===== config.mk =====
export PLATFORM = sky130hd
export DESIGN_NAME = matrix_line_sums_top_flat
export DESIGN_NICKNAME = d
export VERILOG_FILES = /design/src/rtl/mls_pkg.sv /design/src/rtl/mls_in_if.sv /design/src/rtl/mls_out_if.sv /design/src/rtl/mls_cell.sv /design/src/rtl/mls_chain.sv /design/src/rtl/matrix_line_sums_top.sv /design/src/flat_wrapper.sv
export SDC_FILE = /design/constraint.sdc
export NUM_CORES = 2
export LEC_CHECK = 0
export BUFFER_PORTS_ARGS = -buffer_cell sky130_fd_sc_hd__buf_2
export CORE_ASPECT_RATIO = 2
export CORE_MARGIN = 2
export CORE_UTILIZATION = 55
export CTS_CLUSTER_DIAMETER = 60
export DETAILED_ROUTE_END_ITERATION = 8
export HOLD_SLACK_MARGIN = 0.05
export PLACE_DENSITY = 0.71
export SLEW_MARGIN = 15
export SYNTH_ARGS = -nofsm -noshare
export SYNTH_HDL_FRONTEND = slang
export SYNTH_SLANG_ARGS = --single-unit

===== constraint.sdc =====
create_clock -name clk -period 12.5 [get_ports clk]
set_input_delay 3.75 -clock clk [delete_from_list [all_inputs] [get_ports clk]]
set_output_delay 3.75 -clock clk [all_outputs]
set_load 0.05 [all_outputs]

===== src/rtl/mls_pkg.sv =====
package mls_pkg;

  localparam int MAX_SIZE_DEF     = 16;
  localparam int ELEMENT_BITS_DEF = 16;
  localparam int SUM_W            = 20;
  localparam int SIZE_W           = 5;
  localparam int IDX_W            = 4;
  localparam int KIND_W           = 2;

  localparam logic [SIZE_W-1:0] SIZE_RESET = 5'd4;

  typedef enum logic [KIND_W-1:0] {
    KIND_ROW  = 2'd0,
    KIND_COL  = 2'd1,
    KIND_MAIN = 2'd2,
    KIND_ANTI = 2'd3
  } mls_kind_t;

  typedef enum logic [1:0] {
    ST_ACC,
    ST_COL,
    ST_MAIN,
    ST_ANTI
  } mls_state_t;

  typedef struct packed {
    logic add_en;
    logic shift_en;
    logic clear;
  } mls_cell_ctrl_t;

endpackage


===== src/rtl/mls_in_if.sv =====
interface mls_in_if #(
  parameter int ELEMENT_BITS = mls_pkg::ELEMENT_BITS_DEF
);
  logic                           valid;
  logic                           ready;
  logic signed [ELEMENT_BITS-1:0] element;

  modport source (output valid, output element, input ready);
  modport sink   (input valid, input element, output ready);
  modport mon    (input valid, input element, input ready);
endinterface


===== src/rtl/mls_out_if.sv =====
interface mls_out_if;
  import mls_pkg::*;

  logic                    valid;
  logic                    ready;
  logic [KIND_W-1:0]       kind;
  logic [IDX_W-1:0]        line_index;
  logic signed [SUM_W-1:0] total;
  logic                    last;

  modport source (output valid, output kind, output line_index, output total,
                  output last, input ready);
  modport sink   (input valid, input kind, input line_index, input total,
                  input last, output ready);
  modport mon    (input valid, input kind, input line_index, input total,
                  input last, input ready);
endinterface


===== src/rtl/mls_cell.sv =====
module mls_cell #(
  parameter int POS_W = 4,
  parameter int IDX   = 0
) (
  input  logic                          clk,
  input  logic                          rst_n,
  input  mls_pkg::mls_cell_ctrl_t       ctrl,
  input  logic [POS_W-1:0]              col,
  input  logic [mls_pkg::SUM_W-1:0]     addend,
  input  logic [mls_pkg::SUM_W-1:0]     shift_in,
  output logic [mls_pkg::SUM_W-1:0]     acc
);
  import mls_pkg::*;

  logic [SUM_W-1:0] acc_r;
  logic [SUM_W-1:0] acc_nxt;
  logic             hit;

  assign hit = (col == POS_W'(IDX));

  always_comb begin
    acc_nxt = acc_r;
    if (ctrl.clear) begin
      acc_nxt = '0;
    end else if (ctrl.shift_en) begin
      acc_nxt = shift_in;
    end else if (ctrl.add_en && hit) begin
      acc_nxt = acc_r + addend;
    end
  end

  always_ff @(posedge clk) begin
    if (!rst_n) begin
      acc_r <= '0;
    end else begin
      acc_r <= acc_nxt;
    end
  end

  assign acc = acc_r;
endmodule


===== src/rtl/mls_chain.sv =====
module mls_chain #(
  parameter int MAX_SIZE = mls_pkg::MAX_SIZE_DEF,
  parameter int POS_W    = 4
) (
  input  logic                      clk,
  input  logic                      rst_n,
  input  mls_pkg::mls_cell_ctrl_t   ctrl,
  input  logic [POS_W-1:0]          col,
  input  logic [mls_pkg::SUM_W-1:0] addend,
  output logic [mls_pkg::SUM_W-1:0] head
);
  import mls_pkg::*;

  logic [SUM_W-1:0] acc_w [MAX_SIZE];
  logic [SUM_W-1:0] link_w [MAX_SIZE];

  // each cell passes its sum toward the head while draining, zero enters at the tail
  for (genvar j = 0; j < MAX_SIZE; j++) begin : g_cell
    if (j == MAX_SIZE - 1) begin : g_tail
      assign link_w[j] = '0;
    end else begin : g_mid
      assign link_w[j] = acc_w[j+1];
    end

    mls_cell #(
      .POS_W (POS_W),
      .IDX   (j)
    ) u_cell (
      .clk      (clk),
      .rst_n    (rst_n),
      .ctrl     (ctrl),
      .col      (col),
      .addend   (addend),
      .shift_in (link_w[j]),
      .acc      (acc_w[j])
    );
  end

  assign head = acc_w[0];
endmodule


===== src/rtl/matrix_line_sums_top.sv =====
// Streaming row, column and diagonal sums of an n by n signed matrix given in
// row-major order, one element per item, n taken from cfg_wdata (0 acts as 1,
// values above MAX_SIZE act as MAX_SIZE). While the result register is free an
// element is taken every cycle, and the end of a row costs nothing extra. After
// the last element of a matrix the input is held off while the column
// accumulators, a chain of MAX_SIZE cells, shift their sums out through the
// single result register, one per cycle while it is free, followed by the
// main and the anti diagonal sums. A stalled result holds off the input until
// it is taken.
module matrix_line_sums_top #(
  parameter int MAX_SIZE = mls_pkg::MAX_SIZE_DEF
) (
  input  logic                       clk,
  input  logic                       rst_n,
  input  logic                       cfg_we,
  input  logic [mls_pkg::SIZE_W-1:0] cfg_wdata,
  mls_in_if.sink                     in_chan,
  mls_out_if.source                  out_chan
);
  import mls_pkg::*;

  localparam int POS_W = (MAX_SIZE > 1) ? $clog2(MAX_SIZE) : 1;
  localparam int N_W   = $clog2(MAX_SIZE + 1);
  localparam int CMP_W = N_W + 1;

  logic [SIZE_W-1:0] cfg_size_r;
  mls_state_t        state_r, state_nxt;
  logic [POS_W-1:0]  r_r, r_nxt;
  logic [POS_W-1:0]  c_r, c_nxt;
  logic [POS_W-1:0]  drain_r, drain_nxt;
  logic [SUM_W-1:0]  row_acc_r, row_acc_nxt;
  logic [SUM_W-1:0]  main_r, main_nxt;
  logic [SUM_W-1:0]  anti_r, anti_nxt;

  logic              out_valid_r, out_valid_nxt;
  mls_kind_t         out_kind_r;
  logic [IDX_W-1:0]  out_idx_r;
  logic [SUM_W-1:0]  out_total_r;
  logic              out_last_r;

  logic              load;
  mls_kind_t         ld_kind;
  logic [IDX_W-1:0]  ld_idx;
  logic [SUM_W-1:0]  ld_total;
  logic              ld_last;

  logic [N_W-1:0]    n;
  logic [CMP_W-1:0]  n_ext, r_ext, c_ext, d_ext;
  logic [31:0]       e32, r32, d32;
  logic [SUM_W-1:0]  e_sum;
  logic [SUM_W-1:0]  row_sum;
  logic              slot_free, acc_fire;
  logic              row_end, mat_end, main_hit, anti_hit, col_live;
  logic [SUM_W-1:0]  head;
  mls_cell_ctrl_t    cell_ctrl;

  // effective size
  always_comb begin
    if (cfg_size_r == '0) begin
      n = N_W'(1);
    end else if (32'(cfg_size_r) > 32'(MAX_SIZE)) begin
      n = N_W'(MAX_SIZE);
    end else begin
      n = N_W'(cfg_size_r);
    end
  end

  assign n_ext = CMP_W'(n);
  assign r_ext = CMP_W'(r_r);
  assign c_ext = CMP_W'(c_r);
  assign d_ext = CMP_W'(drain_r);

  assign e32   = 32'(in_chan.element);
  assign e_sum = e32[SUM_W-1:0];
  assign r32   = 32'(r_r);
  assign d32   = 32'(drain_r);

  assign row_sum  = row_acc_r + e_sum;
  assign row_end  = (c_ext + CMP_W'(1)) >= n_ext;
  assign mat_end  = (r_ext + CMP_W'(1)) >= n_ext;
  assign main_hit = (r_r == c_r);
  assign anti_hit = (r_ext + c_ext) == (n_ext - CMP_W'(1));
  assign col_live = c_ext < n_ext;

  assign slot_free = !out_valid_r || out_chan.ready;
  assign acc_fire  = in_chan.valid && in_chan.ready;
  assign in_chan.ready = (state_r == ST_ACC) && slot_free;

  assign cell_ctrl.add_en   = acc_fire && col_live;
  assign cell_ctrl.shift_en = (state_r == ST_COL) && slot_free;
  assign cell_ctrl.clear    = (state_r == ST_ANTI) && slot_free;

  mls_chain #(
    .MAX_SIZE (MAX_SIZE),
    .POS_W    (POS_W)
  ) u_chain (
    .clk    (clk),
    .rst_n  (rst_n),
    .ctrl   (cell_ctrl),
    .col    (c_r),
    .addend (e_sum),
    .head   (head)
  );

  always_comb begin
    state_nxt   = state_r;
    r_nxt       = r_r;
    c_nxt       = c_r;
    drain_nxt   = drain_r;
    row_acc_nxt = row_acc_r;
    main_nxt    = main_r;
    anti_nxt    = anti_r;
    load        = 1'b0;
    ld_kind     = KIND_ROW;
    ld_idx      = '0;
    ld_total    = '0;
    ld_last     = 1'b0;
    case (state_r)
      ST_ACC: begin
        if (acc_fire) begin
          row_acc_nxt = row_sum;
          if (main_hit) begin
            main_nxt = main_r + e_sum;
          end
          if (anti_hit) begin
            anti_nxt = anti_r + e_sum;
          end
          if (!row_end) begin
            c_nxt = c_r + 1'b1;
          end else begin
            load        = 1'b1;
            ld_kind     = KIND_ROW;
            ld_idx      = r32[IDX_W-1:0];
            ld_total    = row_sum;
            row_acc_nxt = '0;
            c_nxt       = '0;
            if (!mat_end) begin
              r_nxt = r_r + 1'b1;
            end else begin
              r_nxt     = '0;
              drain_nxt = '0;
              state_nxt = ST_COL;
            end
          end
        end
      end
      ST_COL: begin
        if (slot_free) begin
          load      = 1'b1;
          ld_kind   = KIND_COL;
          ld_idx    = d32[IDX_W-1:0];
          ld_total  = head;
          drain_nxt = drain_r + 1'b1;
          if ((d_ext + CMP_W'(1)) >= n_ext) begin
            state_nxt = ST_MAIN;
          end
        end
      end
      ST_MAIN: begin
        if (slot_free) begin
          load      = 1'b1;
          ld_kind   = KIND_MAIN;
          ld_total  = main_r;
          state_nxt = ST_ANTI;
        end
      end
      ST_ANTI: begin
        if (slot_free) begin
          load      = 1'b1;
          ld_kind   = KIND_ANTI;
          ld_total  = anti_r;
          ld_last   = 1'b1;
          main_nxt  = '0;
          anti_nxt  = '0;
          state_nxt = ST_ACC;
        end
      end
      default: begin
        state_nxt = ST_ACC;
      end
    endcase
  end

  always_comb begin
    if (load) begin
      out_valid_nxt = 1'b1;
    end else if (out_chan.ready) begin
      out_valid_nxt = 1'b0;
    end else begin
      out_valid_nxt = out_valid_r;
    end
  end

  always_ff @(posedge clk) begin
    if (!rst_n) begin
      cfg_size_r  <= SIZE_RESET;
      state_r     <= ST_ACC;
      r_r         <= '0;
      c_r         <= '0;
      drain_r     <= '0;
      row_acc_r   <= '0;
      main_r      <= '0;
      anti_r      <= '0;
      out_valid_r <= 1'b0;
    end else begin
      if (cfg_we) begin
        cfg_size_r <= cfg_wdata;
      end
      state_r     <= state_nxt;
      r_r         <= r_nxt;
      c_r         <= c_nxt;
      drain_r     <= drain_nxt;
      row_acc_r   <= row_acc_nxt;
      main_r      <= main_nxt;
      anti_r      <= anti_nxt;
      out_valid_r <= out_valid_nxt;
    end
  end

  always_ff @(posedge clk) begin
    if (load) begin
      out_kind_r  <= ld_kind;
      out_idx_r   <= ld_idx;
      out_total_r <= ld_total;
      out_last_r  <= ld_last;
    end
  end

  assign out_chan.valid      = out_valid_r;
  assign out_chan.kind       = out_kind_r;
  assign out_chan.line_index = out_idx_r;
  assign out_chan.total      = out_total_r;
  assign out_chan.last       = out_last_r;
endmodule


===== src/flat_wrapper.sv =====
// flat-port wrapper written by rule: the top's interface ports become plain ports
module matrix_line_sums_top_flat import mls_pkg::*;
#(
  parameter int MAX_SIZE = mls_pkg::MAX_SIZE_DEF
)
  (clk, rst_n, cfg_we, cfg_wdata, in_chan_valid, in_chan_element, in_chan_ready, out_chan_valid, out_chan_kind, out_chan_line_index, out_chan_total, out_chan_last, out_chan_ready);
  mls_in_if in_chan_i ();
  mls_out_if out_chan_i ();
  input  logic clk;
  input  logic rst_n;
  input  logic cfg_we;
  input  logic [mls_pkg::SIZE_W-1:0] cfg_wdata;
  input wire logic [$bits(in_chan_i.valid)-1:0] in_chan_valid;
  input wire logic [$bits(in_chan_i.element)-1:0] in_chan_element;
  output wire logic [$bits(in_chan_i.ready)-1:0] in_chan_ready;
  output wire logic [$bits(out_chan_i.valid)-1:0] out_chan_valid;
  output wire logic [$bits(out_chan_i.kind)-1:0] out_chan_kind;
  output wire logic [$bits(out_chan_i.line_index)-1:0] out_chan_line_index;
  output wire logic [$bits(out_chan_i.total)-1:0] out_chan_total;
  output wire logic [$bits(out_chan_i.last)-1:0] out_chan_last;
  input wire logic [$bits(out_chan_i.ready)-1:0] out_chan_ready;
  assign in_chan_i.valid = in_chan_valid;
  assign in_chan_i.element = in_chan_element;
  assign in_chan_ready = in_chan_i.ready;
  assign out_chan_valid = out_chan_i.valid;
  assign out_chan_kind = out_chan_i.kind;
  assign out_chan_line_index = out_chan_i.line_index;
  assign out_chan_total = out_chan_i.total;
  assign out_chan_last = out_chan_i.last;
  assign out_chan_i.ready = out_chan_ready;
  matrix_line_sums_top #(.MAX_SIZE(MAX_SIZE)) u_core (.clk(clk), .rst_n(rst_n), .cfg_we(cfg_we), .cfg_wdata(cfg_wdata), .in_chan(in_chan_i), .out_chan(out_chan_i));
endmodule

==> impl_metrics.toml <==
[outcome]
status = "complete, no violations"

[job]
cap_violations = 0

[critical_path]
worst-r2r-cell-count = 12
endpoint = "in_chan_ready"
crit_path_top_delay_cell = "buf_2"
timing.rr.start = "u_core.cfg_size_r[4]$_SDFFE_PN0P_"
path_max_fanout = 8
cp_cell_sequence = "buf_2 > nand2b_1 > and2_1 > buf_2"
r2r_slack_ps = 8480
arrival_ps = 4560
cp_common_cell = "buf_2"
worstSetupStartpoint = "out_chan_ready"
cp-start-kind = "primary input"
crit_required_ps = 8750
path_class = "primary input to primary output"
reg2reg_to = "u_core.u_chain.g_cell[3].u_cell.acc[19]$_SDFFE_PP0P_"
setup.worst_path.end_class = "primary output"
cpPeakStageDelay_ps = 270

[routing]
drc = 0
firstDrtPassIters = 8
drt-initial-drc-count = 2811
wl_per_cell_um = 21.8
route.vias.total = 32000
ant_nets = 0
viasPerCell = 6.62
routed_wl_um = 105000

[yosys]
synth_async_sr_flop_share_pct = 0
yosys.area.top_type = "dfxtp_1"
synthCells = 4058
synth-edff-count = 27
synth_top_area_share_pct = 24.0
syn_area_um2 = 33400
yosys_warnings = 0
avgSynthCellArea_um2 = 8.23
synthTopCellsByArea = "dfxtp_1 (24%), ha_1 (15%), xnor2_1 (5.6%), a222oi_1 (5.5%), nor2_1 (5.2%)"
synth_ff_type = "dfxtp_1"
synth.distinct_cells = 90
seq_area_frac_synth_pct = 26.4
synthesis.nets = 4499
yosys_register_bits = 427

[sta]
slew_headroom_pct = 20.2
fin_skew_ps = 17.9
tightest_slew_ps = 1200
rsz0062_at_grt = "no"
max_freq_mhz = 120
min_period_over_period_pct = 66.5
finalSetupTns_ps = 0
final-hold-violation-count = 0
setup_viol = 0
slew_viol_final = 0
fin_crit_ps = 8310

[cts]
cts_sinks = 427
postCtsSetupRepairBufs = 0
h-tree-depth = 2
cts_tree = "done"
cts_max_path_buffers = 3
ctsRootBufferMaster = "clkbuf_16"
ctsHoldBuffers = 0
numCtsBuffers = 43
clk-insertion-delay-late_ps = 590
clk_pin_slew_ps = 60
ctsResizeCount = 0

[placement]
place_hpwl_um = 75600
gp_congestion = 0.895
io_buffer_count = 54

[cells_and_area]
fillCellCount = 5615
area_growth_pct = 7.28
fin_util_pct = 59.7
fin_nets = 4459
drive_above_1_share_pct = 5.70

[power]
total_power_mw = 5.04
ir_worst_vdd_mv = 0.192
swShare_pct = 40.6
p_leak_nw = 15.1
power.switching_mw = 2.04
clkPwrFrac_pct = 27.1
seq_power_share_pct = 33.4
p_int_mw = 2.99
powerDensity_nw_per_um2 = 141
pwr-share-comb_pct = 39.5

[floorplanning]
start_util_pct = 55.6
dieArea_um2 = 62800
pin_count = 55
die_w_um = 178
coreArea_um2 = 60100
chipHeight_um = 352
rows = 127

[grt]
antenna_found_initial = 0
grt_remaining_overflow = 0
grt_start_max_net_pins = 184
grt_pass1_vias = 31800
grt_pass1_wl_um = 165000
gr-usage-all-layers_pct = 32.7

[min_path]
holdCritPathClass = "register to register"
synthesized netlist by cell type, types with 15 or more instances:
cell type / n
o21bai_1: 26
xnor2_1: 213
clkbuf_1: 169
a211oi_1: 43
o211ai_1: 39
mux2i_1: 23
nand2b_1: 51
a22oi_1: 71
nor4_1: 18
or3_1: 39
fa_1: 20
o21a_1: 73
xor2_1: 91
nor2b_1: 47
ha_1: 395
a21o_1: 100
o31ai_1: 18
and3_1: 38
o21ai_1: 15
a21oi_1: 343
a41o_1: 15
nor2_1: 467
dfxtp_1: 400
nand3_1: 107
nand2_1: 286
and2_1: 22
a222oi_1: 184
o21ai_0: 172
inv_1: 105
o22ai_1: 43
edfxtp_1: 27
a31oi_1: 49
nor3_1: 88
nand4_1: 17
worst max-delay path, delay by kind of cell:
| family | cells | cell delay [ps] |
|---|---|---|
| buffers and inverters | 2 | 340 |
| AND/OR/NAND/NOR | 2 | 460 |
kinds of logic after synthesis:
group	count (synthesis)	share of synthesized area [%]
simple gates	1233	17.0
compound gates	1357	28.5
buf+inv	297	3.38
fa+ha+maj	415	16.0
mux	25	0.757
flops	427	26.4
xor+xnor	304	7.97
cell usage in the layout (no fill, tap or decap), types with 39 or more instances in the layout:
| cell | Yosys | routed |
|---|---|---|
| o21a_1 | 73 | 73 |
| xor2_1 | 91 | 91 |
| ha_1 | 395 | 395 |
| clkbuf_16 | 0 | 43 |
| a22oi_1 | 71 | 71 |
| nand3_1 | 107 | 107 |
| a211oi_1 | 43 | 43 |
| a222oi_1 | 184 | 184 |
| o211ai_1 | 39 | 39 |
| or3_1 | 39 | 39 |
| o22ai_1 | 43 | 43 |
| nand2b_1 | 51 | 51 |
| a21oi_1 | 343 | 342 |
| inv_1 | 105 | 104 |
| nor3_1 | 88 | 87 |
| nor2b_1 | 47 | 47 |
| nor2_1 | 467 | 464 |
| o21ai_0 | 172 | 172 |
| a21o_1 | 100 | 100 |
| a31oi_1 | 49 | 45 |
| dfxtp_1 | 400 | 400 |
| buf_2 | 12 | 53 |
| buf_4 | 0 | 50 |
| xnor2_1 | 213 | 213 |
| nand2_1 | 286 | 284 |
how the worst min path moves through the flow:
stage,slack (ps),from,endpoint,depth (start not counted)
after floorplan,440,u_core.row_acc_r[0]$_SDFFE_PN0P_,u_core.row_acc_r[0]$_SDFFE_PN0P_,2
after global placement,450,u_core.row_acc_r[0]$_SDFFE_PN0P_,u_core.row_acc_r[0]$_SDFFE_PN0P_,2
after detailed placement,450,u_core.row_acc_r[0]$_SDFFE_PN0P_,u_core.row_acc_r[0]$_SDFFE_PN0P_,2
after CTS,460,u_core.row_acc_r[0]$_SDFFE_PN0P_,u_core.row_acc_r[0]$_SDFFE_PN0P_,2
after global routing,500,u_core.row_acc_r[0]$_SDFFE_PN0P_,u_core.row_acc_r[0]$_SDFFE_PN0P_,2
final,460,u_core.row_acc_r[0]$_SDFFE_PN0P_,u_core.row_acc_r[0]$_SDFFE_PN0P_,2
flip-flops by register name, summed over array words and instances, names as in the netlist, 5 cells and up:
signal	cells
u_core.anti_r	20
u_core.cfg_size_r	5
u_core.out_chan.total	20
u_core.row_acc_r	20
u_core.u_chain.g_cell.u_cell.acc	320
u_core.main_r	20
per-layer routing:
metal,up-vias,track usage [%],part of all wire [%]
li1,15300,-,-
met1,15300,31.7,34
met2,934,60.8,52
met3,425,4.14,4.5
met4,0,26.1,9.5
met5,-,0,0
power by group through the flow:
stage | registers, mW | clock network, mW | logic (mW)
5_1_grt | 1.69 | 1.43 | 2.17
3_3_place_gp | 1.70 | 0 | 1.93
6_report | 1.68 | 1.37 | 1.99
3_5_place_dp | 1.70 | 0 | 1.96
4_1_cts | 1.68 | 1.39 | 1.97
2_1_floorplan | 1.74 | 0 | 1.38
final cells by class:
class	instances	area [um^2]	share of cell area, %
clock buffers	57	1250	3.49
diodes	1	2.50	0.00698
flip-flops and latches	427	8820	24.6
multi-input cells	3334	23500	65.7
repair buffers	105	681	1.90
inverters	107	402	1.12
clock inverters	20	179	0.499
well taps	774	968	2.70
through the flow:
stage	worst slack (ps)	cell area [um^2]	hold slack [ps]	cells
final	4190	35800	460	4825
after global routing	4130	35800	495	4824
after CTS	4190	35800	460	4824
after detailed placement	4200	34400	452	4747
after global placement	4210	34400	448	4747
after floorplan	4350	33400	436	4058
No activity file was read; power rests on OpenSTA's default activity.
